===== config.mk =====
export PLATFORM = sky130hd
export DESIGN_NAME = battery_level_monitor
export DESIGN_NICKNAME = d
export VERILOG_FILES = /design/src/sv/blm_pkg.sv /design/src/sv/battery_level_monitor.sv /design/src/sv/blm_queue.sv /design/src/sv/blm_div.sv /design/src/sv/blm_core.sv
export SDC_FILE = /design/constraint.sdc
export NUM_CORES = 1
export LEC_CHECK = 0
export ABC_CLOCK_PERIOD_IN_PS = 3900
export BUFFER_PORTS_ARGS = -buffer_cell sky130_fd_sc_hd__buf_2
export CORE_ASPECT_RATIO = 1.2
export CORE_MARGIN = 2
export CORE_UTILIZATION = 60
export CTS_CLUSTER_DIAMETER = 80
export DETAILED_ROUTE_END_ITERATION = 7
export GPL_TIMING_DRIVEN = 0
export PLACE_DENSITY_LB_ADDON = 0.15
export SYNTH_ARGS = -nofsm -noshare
export SYNTH_HDL_FRONTEND = slang
export SYNTH_SLANG_ARGS = --single-unit

===== constraint.sdc =====
create_clock -name clk -period 3.9 [get_ports clk]
set_clock_uncertainty 0.05 [all_clocks]
set_input_delay 0.585 -clock clk [delete_from_list [all_inputs] [get_ports clk]]
set_output_delay 0.585 -clock clk [all_outputs]
set_load 0.02 [all_outputs]

===== src/sv/blm_pkg.sv =====
// ----------------------------------------------------------------------------
// blm_pkg
// Shared types, constants and the level step function of the battery level
// monitor.
// ----------------------------------------------------------------------------
package blm_pkg;

    localparam int SAMPLE_W    = 14;
    localparam int DUTY_W      = 7;
    localparam int CFG_W       = 7;
    localparam int TIMER_W     = 7;
    localparam int IN_TDATA_W  = 40;
    localparam int OUT_TDATA_W = 24;
    localparam int RESULT_W    = 20;
    localparam int QUEUE_DEPTH = 2;

    localparam int WIN_MIN       = 3;
    localparam int PERIOD_MIN    = 4;
    localparam int STROBE_ON_END = 4;
    localparam int DUTY_ALERT    = 75;

    localparam logic [SAMPLE_W-1:0] MV_PLENTY_DOWN = 14'd3700;
    localparam logic [SAMPLE_W-1:0] MV_MID_UP      = 14'd3900;
    localparam logic [SAMPLE_W-1:0] MV_MID_DOWN    = 14'd3200;
    localparam logic [SAMPLE_W-1:0] MV_LOW_UP      = 14'd3500;
    localparam logic [SAMPLE_W-1:0] MV_LOW_DOWN    = 14'd2900;
    localparam logic [SAMPLE_W-1:0] MV_VLOW_UP     = 14'd3200;
    localparam logic [SAMPLE_W-1:0] MV_FAULT       = 14'd2700;
    localparam logic [SAMPLE_W-1:0] MV_MIN_RESET   = 14'h3FFF;

    localparam logic [0:0] REG_WINDOW_SAMPLES = 1'b0;
    localparam logic [0:0] REG_STROBE_PERIOD  = 1'b1;

    typedef enum logic [1:0] {
        LVL_PLENTY  = 2'd0,
        LVL_MID     = 2'd1,
        LVL_LOW     = 2'd2,
        LVL_VERYLOW = 2'd3
    } level_t;

    typedef enum logic [1:0] {
        ST_IDLE   = 2'd0,
        ST_EXEC   = 2'd1,
        ST_DIV    = 2'd2,
        ST_FINISH = 2'd3
    } core_state_t;

    typedef struct packed {
        logic [DUTY_W-1:0]   converter_duty;
        logic [SAMPLE_W-1:0] alert_threshold_mv;
        logic [SAMPLE_W-1:0] sample_mv;
    } item_t;

    typedef struct packed {
        logic                updated;
        logic                low_strobe;
        logic                alert;
        logic                fault;
        level_t              level;
        logic [SAMPLE_W-1:0] filtered_mv;
    } result_t;

    function automatic level_t next_level(input level_t lvl, input logic [SAMPLE_W-1:0] mv);
        level_t n;
        n = lvl;
        case (lvl)
            LVL_PLENTY:
            begin
                if (mv < MV_PLENTY_DOWN) n = LVL_MID;
            end
            LVL_MID:
            begin
                if (mv > MV_MID_UP) n = LVL_PLENTY;
                else if (mv < MV_MID_DOWN) n = LVL_LOW;
            end
            LVL_LOW:
            begin
                if (mv > MV_LOW_UP) n = LVL_MID;
                else if (mv < MV_LOW_DOWN) n = LVL_VERYLOW;
            end
            default:
            begin
                n = (mv > MV_VLOW_UP) ? LVL_LOW : LVL_VERYLOW;
            end
        endcase
        return n;
    endfunction

endpackage


===== src/sv/battery_level_monitor.sv =====
// ----------------------------------------------------------------------------
// battery_level_monitor
// Trimmed-mean battery voltage filter with hysteresis level detector, fault
// and alert flags and a very-low strobe.
// ----------------------------------------------------------------------------
// Every input request yields exactly one result request. A request that only
// adds to the window is written to the output register from ST_EXEC; the
// request that closes a window first goes through ST_DIV, where the trimmed
// running sum is fed through the one-bit-per-cycle restoring divider, and then
// ST_FINISH. SUM_W = 14 + clog2(MAX_WINDOW + 1) is the width of the sum. A
// two-entry input queue and the output register keep both sides moving
// while a result waits. Configuration writes are taken in any cycle.
module battery_level_monitor
    import blm_pkg::*;
#(
    parameter int MAX_WINDOW = 64
)
(
    input  logic                   clk,
    input  logic                   rst_n,
    input  logic                   s_tvalid,
    output logic                   s_tready,
    // sample_mv[13:0], alert_threshold_mv[27:14], converter_duty[34:28], zero
    input  logic [IN_TDATA_W-1:0]  s_tdata,
    output logic                   m_tvalid,
    input  logic                   m_tready,
    // filtered_mv[13:0], level[15:14], fault[16], alert[17], low_strobe[18],
    // updated[19], zero
    output logic [OUT_TDATA_W-1:0] m_tdata,
    input  logic                   cfg_valid,
    output logic                   cfg_ready,
    input  logic [0:0]             cfg_index,
    input  logic [CFG_W-1:0]       cfg_data
);

    logic [CFG_W-1:0] window_samples_reg;
    logic [CFG_W-1:0] strobe_period_reg;
    item_t            q_item;
    logic             q_valid;
    logic             q_pop;
    result_t          res;

    assign cfg_ready = 1'b1;
    assign m_tdata   = {(OUT_TDATA_W - RESULT_W)'(0), res};

    always_ff @(posedge clk or negedge rst_n)
    begin
        if (!rst_n)
        begin
            window_samples_reg <= CFG_W'(8);
            strobe_period_reg  <= CFG_W'(16);
        end
        else if (cfg_valid)
        begin
            case (cfg_index)
                REG_WINDOW_SAMPLES: window_samples_reg <= cfg_data;
                REG_STROBE_PERIOD:  strobe_period_reg  <= cfg_data;
                default:            window_samples_reg <= window_samples_reg;
            endcase
        end
    end

    blm_queue u_queue (
        .clk       (clk),
        .rst_n     (rst_n),
        .in_valid  (s_tvalid),
        .in_ready  (s_tready),
        .in_item   (s_tdata[$bits(item_t)-1:0]),
        .out_valid (q_valid),
        .out_pop   (q_pop),
        .out_item  (q_item)
    );

    blm_core #(
        .MAX_WINDOW (MAX_WINDOW)
    ) u_core (
        .clk            (clk),
        .rst_n          (rst_n),
        .item_valid     (q_valid),
        .item_pop       (q_pop),
        .item           (q_item),
        .window_samples (window_samples_reg),
        .strobe_period  (strobe_period_reg),
        .res_valid      (m_tvalid),
        .res_ready      (m_tready),
        .res            (res)
    );

endmodule


===== src/sv/blm_queue.sv =====
// ----------------------------------------------------------------------------
// blm_queue
// Front end: takes input requests and holds them in a short queue for the
// processing core.
// ----------------------------------------------------------------------------
module blm_queue
    import blm_pkg::*;
(
    input  logic  clk,
    input  logic  rst_n,
    input  logic  in_valid,
    output logic  in_ready,
    input  item_t in_item,
    output logic  out_valid,
    input  logic  out_pop,
    output item_t out_item
);

    localparam int PTR_W = (QUEUE_DEPTH > 1) ? $clog2(QUEUE_DEPTH) : 1;
    localparam int CNT_W = $clog2(QUEUE_DEPTH + 1);

    item_t            slot_reg [QUEUE_DEPTH];
    logic [PTR_W-1:0] wr_ptr_reg;
    logic [PTR_W-1:0] rd_ptr_reg;
    logic [CNT_W-1:0] cnt_reg;
    logic             push;
    logic             pop;

    assign in_ready  = (cnt_reg < CNT_W'(QUEUE_DEPTH));
    assign out_valid = (cnt_reg != '0);
    assign out_item  = slot_reg[rd_ptr_reg];
    assign push      = in_valid && in_ready;
    assign pop       = out_pop && out_valid;

    always_ff @(posedge clk)
    begin
        if (push) slot_reg[wr_ptr_reg] <= in_item;
    end

    always_ff @(posedge clk or negedge rst_n)
    begin
        if (!rst_n)
        begin
            wr_ptr_reg <= '0;
            rd_ptr_reg <= '0;
            cnt_reg    <= '0;
        end
        else
        begin
            if (push)
            begin
                wr_ptr_reg <= (wr_ptr_reg == PTR_W'(QUEUE_DEPTH - 1)) ? '0 : wr_ptr_reg + 1'b1;
            end
            if (pop)
            begin
                rd_ptr_reg <= (rd_ptr_reg == PTR_W'(QUEUE_DEPTH - 1)) ? '0 : rd_ptr_reg + 1'b1;
            end
            if (push && !pop) cnt_reg <= cnt_reg + 1'b1;
            else if (pop && !push) cnt_reg <= cnt_reg - 1'b1;
        end
    end

endmodule


===== src/sv/blm_div.sv =====
// ----------------------------------------------------------------------------
// blm_div
// Restoring divider, one quotient bit per cycle. The quotient holds until
// the next start.
// ----------------------------------------------------------------------------
module blm_div
    import blm_pkg::*;
#(
    parameter int NW = 21,
    parameter int DW = 7
)
(
    input  logic          clk,
    input  logic          rst_n,
    input  logic          start,
    input  logic [NW-1:0] dividend,
    input  logic [DW-1:0] divisor,
    output logic          done,
    output logic [NW-1:0] quotient
);

    localparam int STEP_W = $clog2(NW + 1);

    logic              busy_reg;
    logic              done_reg;
    logic [STEP_W-1:0] step_reg;
    logic [NW-1:0]     q_reg;
    logic [DW-1:0]     rem_reg;
    logic [DW-1:0]     dvs_reg;
    logic [DW:0]       rem_sh;
    logic              ge;

    assign rem_sh   = {rem_reg, q_reg[NW-1]};
    assign ge       = (rem_sh >= {1'b0, dvs_reg});
    assign done     = done_reg;
    assign quotient = q_reg;

    always_ff @(posedge clk or negedge rst_n)
    begin
        if (!rst_n)
        begin
            busy_reg <= 1'b0;
            done_reg <= 1'b0;
            step_reg <= '0;
        end
        else
        begin
            done_reg <= 1'b0;
            if (start)
            begin
                busy_reg <= 1'b1;
                step_reg <= '0;
            end
            else if (busy_reg)
            begin
                step_reg <= step_reg + 1'b1;
                if (step_reg == STEP_W'(NW - 1))
                begin
                    busy_reg <= 1'b0;
                    done_reg <= 1'b1;
                end
            end
        end
    end

    always_ff @(posedge clk)
    begin
        if (start)
        begin
            q_reg   <= dividend;
            rem_reg <= '0;
            dvs_reg <= divisor;
        end
        else if (busy_reg)
        begin
            rem_reg <= ge ? DW'(rem_sh - {1'b0, dvs_reg}) : rem_sh[DW-1:0];
            q_reg   <= {q_reg[NW-2:0], ge};
        end
    end

endmodule


===== src/sv/blm_core.sv =====
// ----------------------------------------------------------------------------
// blm_core
// Back end: windowed trimmed mean, level machine, fault and alert flags,
// strobe timer and the output register.
// ----------------------------------------------------------------------------
module blm_core
    import blm_pkg::*;
#(
    parameter int MAX_WINDOW = 64
)
(
    input  logic             clk,
    input  logic             rst_n,
    input  logic             item_valid,
    output logic             item_pop,
    input  item_t            item,
    input  logic [CFG_W-1:0] window_samples,
    input  logic [CFG_W-1:0] strobe_period,
    output logic             res_valid,
    input  logic             res_ready,
    output result_t          res
);

    localparam int CNT_W = $clog2(MAX_WINDOW + 1);
    localparam int SUM_W = SAMPLE_W + CNT_W;
    localparam int CMP_W = (CNT_W > CFG_W) ? CNT_W : CFG_W;

    core_state_t         state_reg;
    core_state_t         state_next;
    item_t               cur_reg;
    logic                primed_reg;
    logic [CNT_W-1:0]    count_reg;
    logic [SUM_W-1:0]    sum_reg;
    logic [SAMPLE_W-1:0] min_reg;
    logic [SAMPLE_W-1:0] max_reg;
    logic [SAMPLE_W-1:0] fv_reg;
    level_t              level_reg;
    logic [TIMER_W-1:0]  timer_reg;
    result_t             res_reg;
    logic                res_valid_reg;

    logic                slot_free;
    logic                window_open;
    logic                div_start;
    logic                div_done;
    logic [SUM_W-1:0]    div_quot;
    logic                finish;
    logic                closing;
    logic [CMP_W-1:0]    win_cfg;
    logic [CMP_W-1:0]    win_use;
    logic [TIMER_W-1:0]  per_use;
    logic [TIMER_W-1:0]  timer_adv;
    logic [TIMER_W-1:0]  timer_next;
    logic [SAMPLE_W-1:0] fv_new;
    logic                upd_new;
    level_t              level_base;
    level_t              level_new;
    logic                fault_new;
    logic                alert_new;
    logic                strobe_new;

    assign slot_free   = !res_valid_reg || res_ready;
    assign res_valid   = res_valid_reg;
    assign res         = res_reg;
    assign win_cfg     = CMP_W'(window_samples);
    assign win_use     = (win_cfg < CMP_W'(WIN_MIN)) ? CMP_W'(WIN_MIN) :
                         (win_cfg > CMP_W'(MAX_WINDOW)) ? CMP_W'(MAX_WINDOW) : win_cfg;
    assign window_open = (CMP_W'(count_reg) < win_use);
    assign per_use     = (strobe_period < TIMER_W'(PERIOD_MIN)) ? TIMER_W'(PERIOD_MIN)
                                                                : strobe_period;

    blm_div #(
        .NW (SUM_W),
        .DW (CNT_W)
    ) u_div (
        .clk      (clk),
        .rst_n    (rst_n),
        .start    (div_start),
        .dividend (sum_reg - SUM_W'(min_reg) - SUM_W'(max_reg)),
        .divisor  (count_reg - CNT_W'(2)),
        .done     (div_done),
        .quotient (div_quot)
    );

    always_comb
    begin
        state_next = state_reg;
        item_pop   = 1'b0;
        div_start  = 1'b0;
        finish     = 1'b0;
        closing    = 1'b0;
        case (state_reg)
            ST_IDLE:
            begin
                if (item_valid)
                begin
                    item_pop   = 1'b1;
                    state_next = ST_EXEC;
                end
            end
            ST_EXEC:
            begin
                if (primed_reg && !window_open)
                begin
                    div_start  = 1'b1;
                    state_next = ST_DIV;
                end
                else if (slot_free)
                begin
                    finish     = 1'b1;
                    state_next = ST_IDLE;
                end
            end
            ST_DIV:
            begin
                if (div_done) state_next = ST_FINISH;
            end
            ST_FINISH:
            begin
                closing = 1'b1;
                if (slot_free)
                begin
                    finish     = 1'b1;
                    state_next = ST_IDLE;
                end
            end
            default:
            begin
                state_next = ST_IDLE;
            end
        endcase
    end

    // Result of the current request
    always_comb
    begin
        level_t settle;
        settle = LVL_PLENTY;
        for (int i = 0; i < 4; i++) settle = next_level(settle, cur_reg.sample_mv);

        if (closing)
        begin
            fv_new  = div_quot[SAMPLE_W-1:0];
            upd_new = 1'b1;
        end
        else if (!primed_reg)
        begin
            fv_new  = cur_reg.sample_mv;
            upd_new = 1'b1;
        end
        else
        begin
            fv_new  = fv_reg;
            upd_new = 1'b0;
        end
        level_base = primed_reg ? level_reg : settle;

        if (timer_reg == '0) timer_adv = '0;
        else if (timer_reg >= per_use) timer_adv = TIMER_W'(1);
        else timer_adv = timer_reg + 1'b1;

        fault_new = (fv_new <= MV_FAULT);
        alert_new = !fault_new && ((cur_reg.converter_duty > DUTY_W'(DUTY_ALERT)) ||
                                   (fv_new <= cur_reg.alert_threshold_mv));
        level_new = next_level(level_base, fv_new);

        strobe_new = 1'b0;
        if (level_new != LVL_VERYLOW) timer_next = '0;
        else if (timer_adv == '0) timer_next = TIMER_W'(1);
        else
        begin
            timer_next = timer_adv;
            strobe_new = (timer_adv < TIMER_W'(STROBE_ON_END));
        end
    end

    always_ff @(posedge clk or negedge rst_n)
    begin
        if (!rst_n) state_reg <= ST_IDLE;
        else state_reg <= state_next;
    end

    always_ff @(posedge clk or negedge rst_n)
    begin
        if (!rst_n)
        begin
            primed_reg    <= 1'b0;
            count_reg     <= '0;
            sum_reg       <= '0;
            min_reg       <= MV_MIN_RESET;
            max_reg       <= '0;
            fv_reg        <= '0;
            level_reg     <= LVL_PLENTY;
            timer_reg     <= '0;
            res_valid_reg <= 1'b0;
        end
        else
        begin
            if (res_ready) res_valid_reg <= 1'b0;
            if (finish)
            begin
                primed_reg    <= 1'b1;
                fv_reg        <= fv_new;
                level_reg     <= level_new;
                timer_reg     <= timer_next;
                res_valid_reg <= 1'b1;
                if (closing)
                begin
                    count_reg <= '0;
                    sum_reg   <= '0;
                    min_reg   <= MV_MIN_RESET;
                    max_reg   <= '0;
                end
                else if (primed_reg)
                begin
                    count_reg <= count_reg + 1'b1;
                    sum_reg   <= sum_reg + SUM_W'(cur_reg.sample_mv);
                    if (cur_reg.sample_mv < min_reg) min_reg <= cur_reg.sample_mv;
                    if (cur_reg.sample_mv > max_reg) max_reg <= cur_reg.sample_mv;
                end
            end
        end
    end

    always_ff @(posedge clk)
    begin
        if (item_pop) cur_reg <= item;
        if (finish)
        begin
            res_reg.filtered_mv <= fv_new;
            res_reg.level       <= level_new;
            res_reg.fault       <= fault_new;
            res_reg.alert       <= alert_new;
            res_reg.low_strobe  <= strobe_new;
            res_reg.updated     <= upd_new;
        end
    end

endmodule


# [Word level (Yosys, flattened, before mapping)]
# Memory sizes are Yosys's and may differ from the RTL's. A register that Yosys moved wholly into a read port is not among the register bits.
# Index checks and enable logic that the tools add are counted.
[totals] register_bits=163 latchBits=0 mem_bits_rw=70 rom_bits=0 word_cells=195 memories=1
[mem_list] name="u_queue.slot_reg" depth=2 word_bits=35 read_ports=1 rd_clocked_by_memory_dff=1 wr=1 line_no="blm_queue.sv:22" rtl="item_t slot_reg [QUEUE_DEPTH];"
[op_classes] add_sub_neg=12 n_mul=0 div_mod_pow=0 n_lt_le_gt_ge=25 n_eq_ne=15 n_shift=0 mux=80 bitwise_logic=1 reduce_logical=34
[ops] cell="$mux W14" n=8
[ops] cell="$gt A14 B12 Y1 const B" n=6
[ops] cell="$lt A14 B12 Y1 const B" n=6
[ops] cell="$mux W21" n=4
[ops] cell="$mux W7" n=10
[ops] cell="$mux W2" n=26
[ops] cell="$sub A21 B14 Y21" n=2
[ops] cell="$mux W1" n=24
[ops] cell="$pmux W2 S3" n=4
[ops] cell="$add A21 B14 Y21" n=1
[ops] cell="$add A7 B1 Y7 const B" n=2
[ops] cell="$gt A14 B14 Y1" n=1
[ops] cell="$gt A7 B7 Y1 const B" n=2
[ops] cell="$le A14 B12 Y1 const B" n=1
[ops] cell="$le A14 B14 Y1" n=1
[ops] cell="$logic_not A7 Y1" n=2
[ops] cell="$lt A14 B14 Y1" n=1
[ops] cell="$lt A7 B3 Y1 const B" n=2
[ops] cell="$reduce_bool A2 Y1" n=7
[ops] cell="$eq A2 B2 Y1 const B" n=5
[ops] cell="$logic_not A2 Y1" n=5
[ops] cell="$mux W5" n=2
[ops] cell="$eq A2 B1 Y1 const B" n=4
[ops] cell="$ge A8 B7 Y1" n=1
[ops] cell="23 further kinds" n=40

# [Longest topological paths before layout]
[logic_depth] depth_word=17 depth_mapped=14 mapped_depth_nobuf=13

# [Cells and area by module]
# From an unflattened synthesis, not the netlist that was laid out.
[hier_totals] cells_unflattened=1246 hier_area_um2=14851.7
[by_module_without_submodules] module="blm_core" n_inst=1 cells_per_inst=894 area_each_um2=9096.2
[by_module_without_submodules] module="blm_queue" n_inst=1 cells_per_inst=126 area_each_um2=2869.0
[by_module_without_submodules] module="blm_div" n_inst=1 cells_per_inst=188 area_each_um2=2273.4
[by_module_without_submodules] module="battery_level_monitor" n_inst=1 cells_per_inst=38 area_each_um2=613.1

# [Worst setup path after synthesis]
# No wires, ideal clock.
[synth_timing] path_kind="flip-flop to flip-flop" from="reg u_core.min_reg[2]" to="reg u_core.u_div.q_reg[20] (netlist: u_core.u_div.quotient[20]) (data pin)" setup_ps=152 t_arrival_ps=3051 t_required_ps=3698 slack_ps=647 stages_incl_launch_ff=12 path_buffers=0 path_cell_list="dfstp_2 -> inv_1 -> fa_1 -> ha_1 -> nor2b_1 -> o21a_1 -> o211ai_1 -> a211oi_1 -> o311ai_1 -> a21boi_0 -> or3_1 -> a31oi_1"
[synth_via] elab_chain_len=3
[synth_lines] element="start, declared" line_no="blm_core.sv:34" rtl="logic [SAMPLE_W-1:0] min_reg;"
[synth_lines] element="start signal, assigned" line_no="blm_core.sv:218" rtl="if (cur_reg.sample_mv < min_reg) min_reg <= cur_reg.sample_mv;"
[synth_lines] element="$sub A21 B14 Y21 (2 in series)" line_no="blm_core.sv:79" rtl=".dividend (sum_reg - SUM_W'(min_reg) - SUM_W'(max_reg)),"
[synth_lines] element="$mux W21" line_no="blm_div.sv:68" rtl="if (start)"
[synth_lines] element="end signal, assigned" line_no="blm_div.sv:70" rtl="q_reg <= dividend;"
[synth_lines] element="end signal, assigned" line_no="blm_div.sv:77" rtl="q_reg <= {q_reg[NW-2:0], ge};"
[synth_lines] element="end, declared" line_no="blm_div.sv:27" rtl="logic [NW-1:0] q_reg;"
# No other way between the ends.
# A chain may end at the register's enable or synchronous reset.

# [Worst setup path in the final report]
[layout_timing] from="reg window_samples_reg[2]" to="reg u_core.sum_reg[20]"
[layout_via] elab_chain_len=9 elab_cells_between_ends=10 classes_between="order compare (3); mux (4); reduce/logical (3)"
[layout_lines] element="start, declared" line_no="battery_level_monitor.sv:36" rtl="logic [CFG_W-1:0] window_samples_reg;"
[layout_lines] element="start signal, assigned" line_no="battery_level_monitor.sv:56" rtl="REG_WINDOW_SAMPLES: window_samples_reg <= cfg_data;"
[layout_lines] element="start signal, assigned" line_no="battery_level_monitor.sv:58" rtl="default: window_samples_reg <= window_samples_reg;"
[layout_lines] element="$gt A7 B7 Y1" line_no="blm_core.sv:67" rtl="(win_cfg > CMP_W'(MAX_WINDOW)) ? CMP_W'(MAX_WINDOW) : win_cfg;"
[layout_lines] element="$mux W7" line_no="blm_core.sv:67"
[layout_lines] element="$mux W7 *" line_no="blm_core.sv:66" rtl="assign win_use = (win_cfg < CMP_W'(WIN_MIN)) ? CMP_W'(WIN_MIN) :"
[layout_lines] element="$lt A7 B7 Y1 *" line_no="blm_core.sv:68" rtl="assign window_open = (CMP_W'(count_reg) < win_use);"
[layout_lines] element="$logic_not A1 Y1 *" line_no="blm_core.sv:103" rtl="if (primed_reg && !window_open)"
[layout_lines] element="$logic_and A1 B1 Y1 *" line_no="blm_core.sv:103"
[layout_lines] element="$mux W1 *" line_no="blm_core.sv:103"
[layout_lines] element="$pmux W1 S2 *" line_no="blm_core.sv:92" rtl="case (state_reg)"
[layout_lines] element="$reduce_and A2 Y1 (no line) *"
[layout_lines] element="end signal, assigned" line_no="blm_core.sv:217" rtl="sum_reg <= sum_reg + SUM_W'(cur_reg.sample_mv);"
[layout_lines] element="end, declared" line_no="blm_core.sv:33" rtl="logic [SUM_W-1:0] sum_reg;"
# Every way passes the cells marked *; elsewhere a longest branch is shown, timed or not.

==> reports/qor.yml <==
tightest_slew_ps: 1205
multiInputGateArea_mm2: 0.006571
timing.slew.headroom: 0.1958
diodes: 0
critPathKind: "reg -> reg"
synth.avg_cell_area_um2: 11.35
yosys_warnings: 0
fp.dieH_um: 173.6
synth_edf_count: 147
htree_levels: 1
path_clk_slew_ps: 60
die_area_mm2: 0.02523
largest_reg_flops: 66
fin_nets: 1537
start_util: 0.6059
synthCells: 1267
use_met1: 0.3149
io_pins: 80
period_needed_ps: 3688
crit_fanout: 5
antenna_found_initial: 0
worst_ep_required_time_ps: 4260
vias: 10210
dpl-instance-area_mm2: 0.01517
dr.pass1.iters: 5
use_met3: 0.03868
drv_slew: 0
grt_use_total: 0.2521
hold_viol_final: 0
crit_path_end_kind: "register"
crit_top_cell: "o21ai_0"
grt_pass1_wl_um: 51790
rsz0062_at_grt: "true"
syn_area_mm2: 0.01438
final_layout_size_suffix_gt1_frac: 0.1612
die_w_um: 145.3
drc: 0
status: "complete, no violations"
gp_congestion: 0.8873
cts_tree: "yes"
post_drt_wl_per_cell_um: 18.44
clockRootBuffer: "clkbuf_16"
cts.sinks: 262
max_stage_delay_ps: 940
numPortBuffers: 67
hpwl_um: 22720
finalSetupViolations: 0
clk_latency_ps: 560
setup_tns_ps: 0
critPathLaunchType: "register"
gr-total-overflow: 0
top_usage_layer: "met2"
async_reset_ff_frac: 0.4122
drt_iter0_drc: 554
wirelength_um: 31540
grt_use_met2: 0.4364
cp_slowest_cell: "a2111oi_1"
synth_flop_cell: "edfxtp_1"
layout_setup_ws_ps: 211.7
ys_seq_area_frac: 0.5059
grt_pass1_vias: 10420
ant_nets: 0
regArea_mm2: 0.007277
maxCapViolations: 0
max_freq_mhz: 271.1
routed_via_density: 5.972
fin_area_mm2: 0.01621
dp_slack_ps: -256.6
ys_ff_latch: 262
rows: 62
hp-class: "in -> reg"
fill_cells: 1848
grt_max_degree: 81
ys_types: 82
clk_path_buf_depth: 3
worstPathCellList: "nor4_1 -> o21ai_0 -> ha_1 -> o21a_1 -> o21ai_0 -> a31oi_2 -> a2111oi_1 -> nand4_1 -> o21a_1 -> o21ai_0 -> o211ai_1"
area_growth_pct: 12.72
period_share: 0.9457
core_area_mm2: 0.02374
crit_arrival_ps: 4050
cts_inserted_buffers: 28
per-layer routing:
metal,up-vias,share of wire
met5,-,0
met2,263,0.49
met1,5001,0.42
met3,83,0.050
li1,4865,-
met4,0,0.044
through the flow:
stage,instances,util,hold WS [ps]
after global placement,1657,0.6374,407.2
after global routing,1710,0.6830,155.0
after CTS,1711,0.6822,154.0
final,1710,0.6830,162.6
after detailed placement,1658,0.6392,419.6
after floorplan,1270,-,239.4
Yosys cell counts (9+ instances only):
master / n / area (um^2)
edfxtp_1: 147 / 4414
inv_1: 103 / 386.6
ha_1: 100 / 1251
dfrtp_1: 92 / 2302
nand2_1: 85 / 319.1
nor2_1: 77 / 289.0
o21ai_0: 58 / 290.3
mux2_2: 52 / 585.6
a21oi_1: 51 / 255.2
mux2i_1: 32 / 320.3
nand3_1: 31 / 155.2
xnor2_1: 31 / 271.5
a21o_1: 26 / 195.2
a22o_1: 24 / 210.2
o21a_1: 24 / 180.2
clkbuf_1: 21 / 78.83
nor3_1: 19 / 95.09
nand4_1: 17 / 106.4
xor2_1: 17 / 148.9
dfstp_2: 16 / 420.4
fa_1: 16 / 320.3
a211oi_1: 14 / 105.1
nand2b_1: 14 / 87.58
a31oi_1: 12 / 75.07
nor2b_1: 11 / 68.82
o211ai_1: 11 / 82.58
or3_1: 11 / 68.82
o31ai_1: 9 / 67.56
what timing repair did:
action | 4_1_cts | 5_1_grt
pin swaps | 0 | 0
hold endpoints to repair | 19 | 0
buffers inserted | 0 | 0
endpoints found under the setup margin | 15 | 68
gates resized for setup | 2 | 9
hold buffers | 1 | 0
final timing paths:
path	startpoint	to	slack, ps	cells past startpoint
min in group asynchronous	rst_n	u_core.sum_reg[11]	440	2
hold / removal	s_tdata[33]	u_queue.slot_reg[1][33]	160	1
max in group asynchronous	rst_n	window_samples_reg[3]	2620	3
setup reg to reg	window_samples_reg[2]	u_core.sum_reg[20]	210	11
hold reg to reg	u_core.fv_reg[6]	u_core.fv_reg[6]	430	2
setup / recovery	window_samples_reg[2]	u_core.sum_reg[20]	210	11
area by class of cell:
class / count / share of cell area
plain buffers: 38 / 0.01150
well taps: 320 / 0.02470
clock inverters: 17 / 0.01389
flip-flops and latches: 262 / 0.4488
inverters: 104 / 0.02439
repair buffers: 69 / 0.02338
multi-input cells: 865 / 0.4053
clock buffers: 35 / 0.04800
worst max-delay path: cells and delay by family (launching register included):
family | cells | cell delay [ps]
adders and majority gates | 1 | 310
AOI/OAI and AO/OA | 8 | 2120
DFF | 1 | 390
and+or+nand+nor | 2 | 660
kinds of logic (layout without fill, tap and decap cells):
logic type / after synthesis / count (layout) / share of synthesized area
buffers and inverters: 143 / 263 / 0.04019
AO/OA/AOI/OAI: 294 / 294 / 0.1407
multiplexers: 89 / 89 / 0.06785
AND/OR/NAND/NOR: 313 / 313 / 0.1064
XOR/XNOR: 48 / 48 / 0.02923
flip-flops: 262 / 262 / 0.5059
other: 2 / 5 / 0.0005221
adder cells (fa/ha/maj): 116 / 116 / 0.1093
layout by cell type (no fill, tap or decap), types with 19 or more instances in the layout:
cell	instances
clkbuf_16	29
edfxtp_1	147
nor2_1	77
a22o_1	24
nor3_1	19
ha_1	100
nand2_1	85
clkbuf_1	21
inv_1	103
o21ai_0	58
nand3_1	31
mux2i_1	32
mux2_2	52
a21oi_1	51
dfrtp_1	92
xnor2_1	31
a21o_1	26
buf_2	69
o21a_1	24
Power is not shown: default switching activity piles up to over one toggle a cycle in this logic, so the estimate is an artifact.
